<file path="src/rtl/pfr_pkg.sv">
package pfr_pkg;

   localparam int MAX_FRAMES   = 16;
   localparam int FRAME_W      = $clog2(MAX_FRAMES);
   localparam int FCNT_W       = $clog2(MAX_FRAMES + 1);
   localparam int ADDR_W       = 32;
   localparam int PAGE_W       = 28;
   localparam int STAMP_W      = 32;
   localparam int OFF_W        = 5;
   localparam int OFF_MAX_W    = 16;
   localparam int PNB_W        = 5;
   localparam int CSR_IDX_W    = 2;
   localparam int CSR_DATA_W   = 5;

   localparam logic [OFF_W-1:0]  OFF_MIN       = OFF_W'(4);
   localparam logic [OFF_W-1:0]  OFF_MAX       = OFF_W'(OFF_MAX_W);
   localparam logic [OFF_W-1:0]  OFF_RESET     = OFF_W'(12);
   localparam logic [FCNT_W-1:0] FRAMES_MAX    = FCNT_W'(MAX_FRAMES);
   localparam logic [FCNT_W-1:0] FRAMES_RESET  = FCNT_W'(MAX_FRAMES);
   localparam logic [PNB_W-1:0]  PNB_RESET     = PNB_W'(20);

   typedef enum logic [CSR_IDX_W-1:0] {
      CSR_OFFSET_BITS      = 2'd0,
      CSR_REPLACE_POLICY   = 2'd1,
      CSR_FRAMES_IN_USE    = 2'd2,
      CSR_PAGE_NUMBER_BITS = 2'd3
   } csr_index_type;

   typedef enum logic {
      POLICY_FIFO = 1'b0,
      POLICY_LRU  = 1'b1
   } policy_type;

   // Configuration as the datapath sees it, already clamped to legal ranges.
   typedef struct packed {
      logic [OFF_W-1:0]  offset_bits;
      policy_type        policy;
      logic [FCNT_W-1:0] frame_count;
      logic [PNB_W-1:0]  page_number_bits;
   } cfg_type;

   typedef struct packed {
      logic [PAGE_W-1:0]  page;
      logic [STAMP_W-1:0] load_time;
      logic [STAMP_W-1:0] access_time;
   } frame_entry_type;

   localparam int ENTRY_W = $bits(frame_entry_type);

   typedef struct packed {
      logic               hit;
      logic [FRAME_W-1:0] hit_idx;
      logic [STAMP_W-1:0] hit_load;
      logic               free;
      logic [FRAME_W-1:0] free_idx;
      logic [FRAME_W-1:0] oldest_idx;
      logic [PAGE_W-1:0]  oldest_page;
   } scan_type;

   typedef enum logic [2:0] {
      S_IDLE = 3'b001,
      S_SCAN = 3'b010,
      S_DONE = 3'b100
   } state_type;

endpackage

</file>
<file path="src/rtl/pfr_req_if.sv">
interface pfr_req_if;
   import pfr_pkg::*;

   logic              valid;
   logic              ready;
   logic [ADDR_W-1:0] virtual_address;

   modport source (output valid, output virtual_address, input ready);
   modport sink   (input valid, input virtual_address, output ready);

endinterface

</file>
<file path="src/rtl/pfr_rsp_if.sv">
interface pfr_rsp_if;
   import pfr_pkg::*;

   logic               valid;
   logic               ready;
   logic [ADDR_W-1:0]  physical_address;
   logic [FRAME_W-1:0] frame_index;
   logic               was_hit;
   logic               did_evict;
   logic [PAGE_W-1:0]  evicted_page;
   logic               address_invalid;

   modport source (output valid, output physical_address, output frame_index,
                   output was_hit, output did_evict, output evicted_page,
                   output address_invalid, input ready);
   modport sink   (input valid, input physical_address, input frame_index,
                   input was_hit, input did_evict, input evicted_page,
                   input address_invalid, output ready);

endinterface

</file>
<file path="src/rtl/pfr_frame_ram.sv">
module pfr_frame_ram #(
   parameter int WIDTH = 8,
   parameter int DEPTH = 16
) (
   input  logic                     clock,
   input  logic                     wr_en,
   input  logic [$clog2(DEPTH)-1:0] wr_addr,
   input  logic [WIDTH-1:0]         wr_data,
   input  logic                     rd_en,
   input  logic [$clog2(DEPTH)-1:0] rd_addr,
   output logic [WIDTH-1:0]         rd_data
);

   logic [WIDTH-1:0] mem [DEPTH];

   always_ff @(posedge clock) begin
      if (wr_en) begin
         mem[wr_addr] <= wr_data;
      end
   end

   always_ff @(posedge clock) begin
      if (rd_en) begin
         rd_data <= mem[rd_addr];
      end
   end

endmodule

</file>
<file path="src/rtl/pfr_csr.sv">
module pfr_csr
   import pfr_pkg::*;
(
   input  logic                  clock,
   input  logic                  reset,
   input  logic                  csr_write_enable,
   input  logic [CSR_IDX_W-1:0]  csr_index,
   input  logic [CSR_DATA_W-1:0] csr_write_data,
   output cfg_type               cfg
);

   logic [OFF_W-1:0]  offset_bits_ff;
   logic              policy_ff;
   logic [FCNT_W-1:0] frames_ff;
   logic [PNB_W-1:0]  pnb_ff;

   always_ff @(posedge clock) begin
      if (reset) begin
         offset_bits_ff <= OFF_RESET;
         policy_ff      <= POLICY_FIFO;
         frames_ff      <= FRAMES_RESET;
         pnb_ff         <= PNB_RESET;
      end else if (csr_write_enable) begin
         case (csr_index_type'(csr_index))
            CSR_OFFSET_BITS:      offset_bits_ff <= csr_write_data[OFF_W-1:0];
            CSR_REPLACE_POLICY:   policy_ff      <= csr_write_data[0];
            CSR_FRAMES_IN_USE:    frames_ff      <= csr_write_data[FCNT_W-1:0];
            CSR_PAGE_NUMBER_BITS: pnb_ff         <= csr_write_data[PNB_W-1:0];
            default: ;
         endcase
      end
   end

   // Out-of-range settings act as the nearest legal value.
   always_comb begin
      cfg.offset_bits = (offset_bits_ff < OFF_MIN) ? OFF_MIN :
                        (offset_bits_ff > OFF_MAX) ? OFF_MAX : offset_bits_ff;
      cfg.policy      = policy_ff ? POLICY_LRU : POLICY_FIFO;
      cfg.frame_count = (frames_ff == '0) ? FCNT_W'(1) :
                        (frames_ff > FRAMES_MAX) ? FRAMES_MAX : frames_ff;
      cfg.page_number_bits = pnb_ff;
   end

endmodule

</file>
<file path="src/rtl/pfr_scan.sv">
module pfr_scan
   import pfr_pkg::*;
(
   input  logic               clock,
   input  logic               start,
   input  logic               enable,
   input  logic [FRAME_W-1:0] idx,
   input  frame_entry_type    entry,
   input  logic               entry_valid,
   input  logic [PAGE_W-1:0]  page,
   input  policy_type         policy,
   output scan_type           result
);

   scan_type           res_ff, res_in;
   logic [STAMP_W-1:0] oldest_ff, oldest_in;
   logic [STAMP_W-1:0] stamp;

   always_comb begin
      res_in    = res_ff;
      oldest_in = oldest_ff;
      stamp     = (policy == POLICY_LRU) ? entry.access_time : entry.load_time;
      if (start) begin
         res_in.hit  = 1'b0;
         res_in.free = 1'b0;
      end else if (enable) begin
         // First valid match wins; a free frame never matches.
         if (entry_valid && entry.page == page && !res_ff.hit) begin
            res_in.hit      = 1'b1;
            res_in.hit_idx  = idx;
            res_in.hit_load = entry.load_time;
         end
         if (!entry_valid && !res_ff.free) begin
            res_in.free     = 1'b1;
            res_in.free_idx = idx;
         end
         // Strict compare keeps the lowest index among equal stamps.
         if (idx == '0 || stamp < oldest_ff) begin
            oldest_in          = stamp;
            res_in.oldest_idx  = idx;
            res_in.oldest_page = entry.page;
         end
      end
   end

   always_ff @(posedge clock) begin
      res_ff    <= res_in;
      oldest_ff <= oldest_in;
   end

   assign result = res_ff;

endmodule

</file>
<file path="src/rtl/page_frame_replacement_core.sv">
// Demand-paging frame allocator with FIFO or LRU replacement. Each request
// item carries one virtual address; the core splits it into page number and
// offset using offset_bits, looks the page up among the first frames_in_use
// frames, and returns one response item with the physical address, the frame
// now holding the page, hit and eviction flags, the evicted page (zero when
// nothing was evicted) and a flag for a page number beyond page_number_bits.
// On a miss the lowest free frame is taken; with no free frame the frame with
// the oldest load stamp (FIFO) or oldest access stamp (LRU) is replaced, the
// lowest index winning ties. Stamps come from a 32-bit access counter that
// saturates at all ones. Frame contents live in a single one-read, one-write
// RAM that is walked one frame per cycle, so an item occupies the core from
// its request accept through the walk and the write-back; no new request is
// accepted before then. A finished response sits in an output register,
// so the next request is accepted while it waits; the core stalls only if a
// second response is ready before the first has been taken. Configuration
// writes are expected only while the core is idle. No clearing pass is
// needed after reset: per-frame valid flags are held in flops and cleared at
// once.
module page_frame_replacement_core
   import pfr_pkg::*;
(
   input  logic                  clock,
   input  logic                  reset,
   pfr_req_if.sink               req_chan,
   pfr_rsp_if.source             rsp_chan,
   input  logic                  csr_write_enable,
   input  logic [CSR_IDX_W-1:0]  csr_index,
   input  logic [CSR_DATA_W-1:0] csr_write_data
);

   cfg_type cfg;

   pfr_csr u_csr (
      .clock            (clock),
      .reset            (reset),
      .csr_write_enable (csr_write_enable),
      .csr_index        (csr_index),
      .csr_write_data   (csr_write_data),
      .cfg              (cfg)
   );

   // Control state.
   state_type          state_ff, state_in;
   logic [FCNT_W-1:0]  iss_cnt_ff, iss_cnt_in;
   logic               cmp_vld_ff, cmp_vld_in;
   logic [FRAME_W-1:0] cmp_idx_ff, cmp_idx_in;
   logic [MAX_FRAMES-1:0] valid_ff, valid_in;
   logic [STAMP_W-1:0] counter_ff, counter_in;
   logic               rsp_valid_ff, rsp_valid_in;

   // Per-item context, captured when a request item is accepted.
   logic [PAGE_W-1:0]    page_ff;
   logic [OFF_MAX_W-1:0] offset_ff;
   logic [OFF_W-1:0]     off_ff;
   policy_type           policy_ff;
   logic [FCNT_W-1:0]    nf_ff;
   logic [PNB_W-1:0]     pnb_ff;

   // Response payload registers.
   logic [ADDR_W-1:0]  phys_ff;
   logic [FRAME_W-1:0] frame_ff;
   logic               hit_ff;
   logic               evict_ff;
   logic [PAGE_W-1:0]  evicted_ff;
   logic               invalid_ff;

   logic               req_fire;
   logic               rd_en;
   logic               last_cmp;
   logic               commit;
   logic [FRAME_W-1:0] nf_last;
   logic [FRAME_W-1:0] frame_sel;
   logic [ENTRY_W-1:0] rd_data;
   frame_entry_type    rd_entry;
   frame_entry_type    wr_entry;
   scan_type           scan;

   assign req_chan.ready = (state_ff == S_IDLE);
   assign req_fire       = req_chan.valid && req_chan.ready;

   // Reads are issued while the walk has frames left; data returns in the cycle
   // after and is judged by the scan unit.
   assign rd_en    = (state_ff == S_SCAN) && (iss_cnt_ff < nf_ff);
   assign nf_last  = FRAME_W'(nf_ff - FCNT_W'(1));
   assign last_cmp = cmp_vld_ff && (cmp_idx_ff == nf_last);

   // The result may be written back only when the output register is free
   // or is being emptied in this very cycle.
   assign commit = (state_ff == S_DONE) && (!rsp_valid_ff || rsp_chan.ready);

   pfr_frame_ram #(
      .WIDTH (ENTRY_W),
      .DEPTH (MAX_FRAMES)
   ) u_ram (
      .clock   (clock),
      .wr_en   (commit),
      .wr_addr (frame_sel),
      .wr_data (wr_entry),
      .rd_en   (rd_en),
      .rd_addr (iss_cnt_ff[FRAME_W-1:0]),
      .rd_data (rd_data)
   );

   assign rd_entry = frame_entry_type'(rd_data);

   pfr_scan u_scan (
      .clock       (clock),
      .start       (req_fire),
      .enable      (cmp_vld_ff),
      .idx         (cmp_idx_ff),
      .entry       (rd_entry),
      .entry_valid (valid_ff[cmp_idx_ff]),
      .page        (page_ff),
      .policy      (policy_ff),
      .result      (scan)
   );

   // Frame choice: a hit keeps its frame, else the lowest free frame, else
   // the oldest frame by the selected stamp.
   always_comb begin
      if (scan.hit) begin
         frame_sel = scan.hit_idx;
      end else if (scan.free) begin
         frame_sel = scan.free_idx;
      end else begin
         frame_sel = scan.oldest_idx;
      end
      wr_entry.page        = page_ff;
      wr_entry.load_time   = scan.hit ? scan.hit_load : counter_ff;
      wr_entry.access_time = counter_ff;
   end

   always_comb begin
      state_in     = state_ff;
      iss_cnt_in   = iss_cnt_ff;
      cmp_vld_in   = 1'b0;
      cmp_idx_in   = cmp_idx_ff;
      valid_in     = valid_ff;
      counter_in   = counter_ff;
      rsp_valid_in = rsp_valid_ff;

      if (rsp_valid_ff && rsp_chan.ready) begin
         rsp_valid_in = 1'b0;
      end

      case (state_ff)
         S_IDLE: begin
            if (req_fire) begin
               iss_cnt_in = '0;
               state_in   = S_SCAN;
            end
         end
         S_SCAN: begin
            if (rd_en) begin
               iss_cnt_in = iss_cnt_ff + FCNT_W'(1);
               cmp_vld_in = 1'b1;
               cmp_idx_in = iss_cnt_ff[FRAME_W-1:0];
            end
            if (last_cmp) begin
               state_in = S_DONE;
            end
         end
         S_DONE: begin
            if (commit) begin
               valid_in[frame_sel] = 1'b1;
               if (counter_ff != '1) begin
                  counter_in = counter_ff + STAMP_W'(1);
               end
               rsp_valid_in = 1'b1;
               state_in     = S_IDLE;
            end
         end
         default: begin
            state_in = S_IDLE;
         end
      endcase
   end

   always_ff @(posedge clock) begin
      if (reset) begin
         state_ff     <= S_IDLE;
         iss_cnt_ff   <= '0;
         cmp_vld_ff   <= 1'b0;
         cmp_idx_ff   <= '0;
         valid_ff     <= '0;
         counter_ff   <= '0;
         rsp_valid_ff <= 1'b0;
      end else begin
         state_ff     <= state_in;
         iss_cnt_ff   <= iss_cnt_in;
         cmp_vld_ff   <= cmp_vld_in;
         cmp_idx_ff   <= cmp_idx_in;
         valid_ff     <= valid_in;
         counter_ff   <= counter_in;
         rsp_valid_ff <= rsp_valid_in;
      end
   end

   // Address split. The offset width is at least four bits, so the page
   // number always fits in its 28-bit field.
   always_ff @(posedge clock) begin
      if (req_fire) begin
         page_ff   <= PAGE_W'(req_chan.virtual_address >> cfg.offset_bits);
         offset_ff <= OFF_MAX_W'(req_chan.virtual_address &
                                 ~({ADDR_W{1'b1}} << cfg.offset_bits));
         off_ff    <= cfg.offset_bits;
         policy_ff <= cfg.policy;
         nf_ff     <= cfg.frame_count;
         pnb_ff    <= cfg.page_number_bits;
      end
   end

   always_ff @(posedge clock) begin
      if (commit) begin
         phys_ff    <= (ADDR_W'(frame_sel) << off_ff) | ADDR_W'(offset_ff);
         frame_ff   <= frame_sel;
         hit_ff     <= scan.hit;
         evict_ff   <= !scan.hit && !scan.free;
         evicted_ff <= (!scan.hit && !scan.free) ? scan.oldest_page : '0;
         invalid_ff <= (page_ff >> pnb_ff) != '0;
      end
   end

   assign rsp_chan.valid            = rsp_valid_ff;
   assign rsp_chan.physical_address = phys_ff;
   assign rsp_chan.frame_index      = frame_ff;
   assign rsp_chan.was_hit          = hit_ff;
   assign rsp_chan.did_evict        = evict_ff;
   assign rsp_chan.evicted_page     = evicted_ff;
   assign rsp_chan.address_invalid  = invalid_ff;

endmodule
</file>
<file path="src/flat_wrapper.sv">
// flat-port wrapper written by rule: the top's interface ports become plain ports
module page_frame_replacement_core_flat import pfr_pkg::*;
  (clock, reset, csr_write_enable, csr_index, csr_write_data, req_chan_valid, req_chan_virtual_address, req_chan_ready, rsp_chan_valid, rsp_chan_physical_address, rsp_chan_frame_index, rsp_chan_was_hit, rsp_chan_did_evict, rsp_chan_evicted_page, rsp_chan_address_invalid, rsp_chan_ready);
  pfr_req_if req_chan_i ();
  pfr_rsp_if rsp_chan_i ();
  input  logic clock;
  input  logic reset;
  input  logic csr_write_enable;
  input  logic [CSR_IDX_W-1:0] csr_index;
  input  logic [CSR_DATA_W-1:0] csr_write_data;
  input wire logic [$bits(req_chan_i.valid)-1:0] req_chan_valid;
  input wire logic [$bits(req_chan_i.virtual_address)-1:0] req_chan_virtual_address;
  output wire logic [$bits(req_chan_i.ready)-1:0] req_chan_ready;
  output wire logic [$bits(rsp_chan_i.valid)-1:0] rsp_chan_valid;
  output wire logic [$bits(rsp_chan_i.physical_address)-1:0] rsp_chan_physical_address;
  output wire logic [$bits(rsp_chan_i.frame_index)-1:0] rsp_chan_frame_index;
  output wire logic [$bits(rsp_chan_i.was_hit)-1:0] rsp_chan_was_hit;
  output wire logic [$bits(rsp_chan_i.did_evict)-1:0] rsp_chan_did_evict;
  output wire logic [$bits(rsp_chan_i.evicted_page)-1:0] rsp_chan_evicted_page;
  output wire logic [$bits(rsp_chan_i.address_invalid)-1:0] rsp_chan_address_invalid;
  input wire logic [$bits(rsp_chan_i.ready)-1:0] rsp_chan_ready;
  assign req_chan_i.valid = req_chan_valid;
  assign req_chan_i.virtual_address = req_chan_virtual_address;
  assign req_chan_ready = req_chan_i.ready;
  assign rsp_chan_valid = rsp_chan_i.valid;
  assign rsp_chan_physical_address = rsp_chan_i.physical_address;
  assign rsp_chan_frame_index = rsp_chan_i.frame_index;
  assign rsp_chan_was_hit = rsp_chan_i.was_hit;
  assign rsp_chan_did_evict = rsp_chan_i.did_evict;
  assign rsp_chan_evicted_page = rsp_chan_i.evicted_page;
  assign rsp_chan_address_invalid = rsp_chan_i.address_invalid;
  assign rsp_chan_i.ready = rsp_chan_ready;
  page_frame_replacement_core u_core (.clock(clock), .reset(reset), .req_chan(req_chan_i), .rsp_chan(rsp_chan_i), .csr_write_enable(csr_write_enable), .csr_index(csr_index), .csr_write_data(csr_write_data));
endmodule
</file>
<file path="config.mk">
export PLATFORM = sky130hd
export DESIGN_NAME = page_frame_replacement_core_flat
export DESIGN_NICKNAME = d
export VERILOG_FILES = /design/src/rtl/pfr_pkg.sv /design/src/rtl/pfr_req_if.sv /design/src/rtl/pfr_rsp_if.sv /design/src/rtl/pfr_frame_ram.sv /design/src/rtl/pfr_csr.sv /design/src/rtl/pfr_scan.sv /design/src/rtl/page_frame_replacement_core.sv /design/src/flat_wrapper.sv
export SDC_FILE = /design/constraint.sdc
export NUM_CORES = 2
export LEC_CHECK = 0
export BUFFER_PORTS_ARGS = -buffer_cell sky130_fd_sc_hd__buf_2
export CAP_MARGIN = 15
export CORE_ASPECT_RATIO = 0.6
export CORE_MARGIN = 2
export CORE_UTILIZATION = 60
export CTS_CLUSTER_SIZE = 16
export DETAILED_ROUTE_END_ITERATION = 8
export GPL_ROUTABILITY_DRIVEN = 0
export PLACE_DENSITY = 0.75
export SLEW_MARGIN = 20
export SYNTH_ARGS = -nofsm -noshare
export SYNTH_HDL_FRONTEND = slang
export SYNTH_HIERARCHICAL = 1
export SYNTH_SLANG_ARGS = --single-unit
</file>
<file path="constraint.sdc">
create_clock -name clock -period 30.6 [get_ports clock]
set_clock_uncertainty 0.05 [all_clocks]
set_input_delay 1.53 -clock clock [delete_from_list [all_inputs] [get_ports clock]]
set_output_delay 1.53 -clock clock [all_outputs]
set_load 0.01 [all_outputs]
</file>
==> impl_metrics.py <==
metrics = {
    "global_route": {
        "grt_overflow": 0,
        "grt_max_degree": 163,
        "grt_use_met1": 0.4395,
        "use_met3": 0.05761,
        "grt_pass1_wl_microns": 251900,
        "grt_antenna_before_repair": 2,
        "grt_pass1_vias": 36600,
        "gr-usage-all-layers": 0.2777,
        "use_met2": 0.3991,
        "top_usage_layer": "met1",
    },
    "power_and_ir_drop": {
        "switching_share": 0.2014,
        "peakVddDrop_mv": 0.05628,
        "combPwrFrac": 0.022,
        "p_per_area_nw_per_um2": 60.61,
        "switchingPower_mw": 0.9878,
        "seqPwrFrac": 0.579,
        "p_clk_frac": 0.399,
        "p_int_mw": 3.917,
        "p_leak_nw": 24.42,
    },
    "route": {
        "ant_nets": 0,
        "drt-vias-per-instance": 6.683,
        "drc": 0,
        "wirelength_microns": 172100,
        "routedWlPerCell_microns": 30.77,
        "via_count": 37380,
        "drt_iter0_markers": 5784,
        "first_pass_iters": 6,
    },
    "clock_tree": {
        "numCtsBuffers": 156,
        "clkSinkCount": 1875,
        "insertion_delay_ps": 790,
        "cts_tree": "yes",
        "cts.path.max_buffers": 3,
        "post-cts-setup-buffer-count": 0,
        "root_buffer": "clkbuf_16",
        "clk_pin_slew_ps": 60,
        "holdBufCountCts": 0,
        "htree_levels": 4,
        "cts_resized": 0,
    },
    "timing": {
        "fin_crit_sh": 0.1808,
        "drv_slew": 0,
        "fin_setup_tns_ps": 0,
        "rsz0062_at_grt": "false",
        "fmax_mhz": 180.8,
        "min_period_ps": 5533,
        "max-slew-margin-rel": 0.2478,
        "worst_pin_slew_ps": 1128,
        "setup_viol": 0,
        "final_hold_viol_count": 0,
    },
    "synth": {
        "synthCells": 3685,
        "synth_seq_cells": 1875,
        "synth_area_leaders": "edfxtp_1, mux4_2, dfxtp_1",
        "synthFlopType": "edfxtp_1",
        "synth_commonest_cells": "edfxtp_1, mux4_2, nand2_1",
        "synth-edff-count": 1795,
        "post-synth-top-count-cell": "edfxtp_1",
        "ys_async_sr_fraction": 0,
        "synth.yosys.warnings": 6,
        "synth_top_area_share": 0.7347,
        "yosys.area.top_type": "edfxtp_1",
        "synth_cell_types": 82,
        "syn_area_per_cell_sq_um": 19.91,
        "syn_nets": 3767,
        "syn_area_sq_um": 73370,
        "yosysSeqAreaShare": 0.7565,
    },
    "critical_path": {
        "worstSetupPathType": "in2reg",
        "start_kind": "input port",
        "critPathRequiredTime_ps": 30940,
        "cp_max_fo": 65,
        "arrival_ps": 5870,
        "worst_setup_path_end_kind": "flop",
    },
    "worst_hold_path": {
        "hold_class": "reg2reg",
    },
    "placed_design": {
        "place.port_buffers": 112,
        "dp_hpwl_microns": 89850,
        "dpl_cell_area_sq_um": 75960,
    },
    "die": {
        "fp.dieH_microns": 274.9,
        "die_x_microns": 455.4,
        "num_io_pins": 113,
        "start_util": 0.6044,
        "num_rows": 99,
        "core_sq_um": 121400,
        "dieArea_sq_um": 125200,
    },
    "finish": {
        "design_area_sq_um": 80920,
        "syn2layout_area_growth_pct": 10.29,
        "drive_gt1_frac": 0.2367,
        "nNetsFinal": 3928,
    },
    "job": {
        "cap_viol_max_count": 0,
    },
    "run_status": {
        "status": "complete, no violations",
    },
}
[metal layers]
| metal | up-vias | part of all wire |
|---|---|---|
| li1 | 15350 | - |
| met1 | 19360 | 0.41 |
| met2 | 2428 | 0.44 |
| met3 | 239 | 0.12 |
| met4 | 0 | 0.021 |
| met5 | - | 0 |
[cells by family (layout without fill, tap and decap cells)]
logic type,Yosys count,in the layout,share of synthesized area
adders and majority gates,38,38,0.006480
and+or+nand+nor,575,575,0.03813
other,0,1,0
muxes,524,524,0.1413
buffers and inverters,243,534,0.01473
DFF,1875,1875,0.7565
xor gates and xnor gates,66,66,0.007879
AOI/OAI and AO/OA,364,364,0.03503
[layout make-up]
class	instances	area [sq um]
multi-input combinational	1567	16970
sequential	1875	55510
clock inverter	82	611.8
fill	7642	40470
tap	1616	2022
antenna	1	2.502
inverter	56	211.5
timing repair buffer	190	1250
clock buffer	206	4335
[final timing paths]
kind,endpoint,cells past startpoint,slack [ps],start
worst max-delay path,u_core/u_ram/mem[7][17],9,25070,rsp_chan_ready
worst min-delay path,u_core/policy_ff,0,390,u_core/u_csr/policy_ff
worst max register to register,u_core/u_ram/mem[7][17],8,25170,u_core/state_ff[2]
worst min register to register,u_core/policy_ff,0,390,u_core/u_csr/policy_ff
[state kept, by name (all words and copies together), names as in the netlist, 16 cells and up]
register	count
u_core/u_ram/mem	1472
u_core/u_ram/rd_data	92
u_core/u_scan/result	74
u_core/counter_ff	32
u_core/rsp_chan.physical_address	32
u_core/u_scan/oldest_ff	32
u_core/page_ff	28
u_core/rsp_chan.evicted_page	28
u_core/offset_ff	16
u_core/valid_ff	16
[power groups by stage]
stage	sequential, mW	clock (mW)	combinational, mW
final	2.84	1.96	0.107
after CTS	2.84	1.99	0.105
after floorplan	2.88	0	0.0769
after global routing	2.84	2.08	0.115
after global placement	2.89	0	0.102
after detailed placement	2.89	0	0.104
[placed cells by master, fill, tap and decap left out, drive strengths merged, types with 4 or more instances in the layout]
| cell | Yosys | routed |
|---|---|---|
| o21a | 9 | 9 |
| mux2i | 45 | 45 |
| o21ai | 21 | 21 |
| clkinv | 2 | 72 |
| o211ai | 4 | 4 |
| nor4 | 14 | 14 |
| mux4 | 401 | 401 |
| buf | 89 | 190 |
| nand4 | 17 | 17 |
| xor2 | 44 | 44 |
| nor3b | 10 | 10 |
| a21boi | 4 | 4 |
| clkbuf | 98 | 206 |
| nor2b | 26 | 26 |
| dfxtp | 80 | 80 |
| or2 | 5 | 5 |
| nand2b | 31 | 31 |
| mux2 | 78 | 78 |
| a21oi | 59 | 59 |
| edfxtp | 1795 | 1795 |
| o32ai | 9 | 9 |
| o22ai | 7 | 7 |
| a211oi | 4 | 4 |
| nor3 | 31 | 31 |
| and2 | 35 | 35 |
| nand3 | 20 | 20 |
| nand3b | 6 | 6 |
| o21bai | 17 | 17 |
| a22oi | 188 | 188 |
| inv | 54 | 55 |
| xnor2 | 22 | 22 |
| or3 | 7 | 7 |
| and3 | 11 | 11 |
| ha | 38 | 38 |
| nor2 | 145 | 145 |
| a21o | 5 | 5 |
| a31oi | 7 | 7 |
| bufinv | 0 | 8 |
| nand2 | 201 | 201 |
[worst max-delay path: stages]
cell	delay [ps]
buf_2	90
or2b_1	170
nand2b_4	130
clkinv_2	250
buf_4	760
nand3b_1	490
nor2_4	740
buf_4	810
buf_4	780
[through the flow]
stage,setup WS [ps],total power [mW],util,hold slack (ps),cells
2_1_floorplan,19880,2.954,-,359.0,3685
6_report,25070,4.904,0.6666,387.2,5593
4_1_cts,24840,4.927,0.6665,387.1,5592
3_5_place_dp,24290,2.997,0.6258,372.6,5304
3_3_place_gp,24210,2.994,0.6256,368.5,5303
5_1_grt,24780,5.035,0.6666,392.7,5592
No activity file was read; power rests on OpenSTA's default activity.
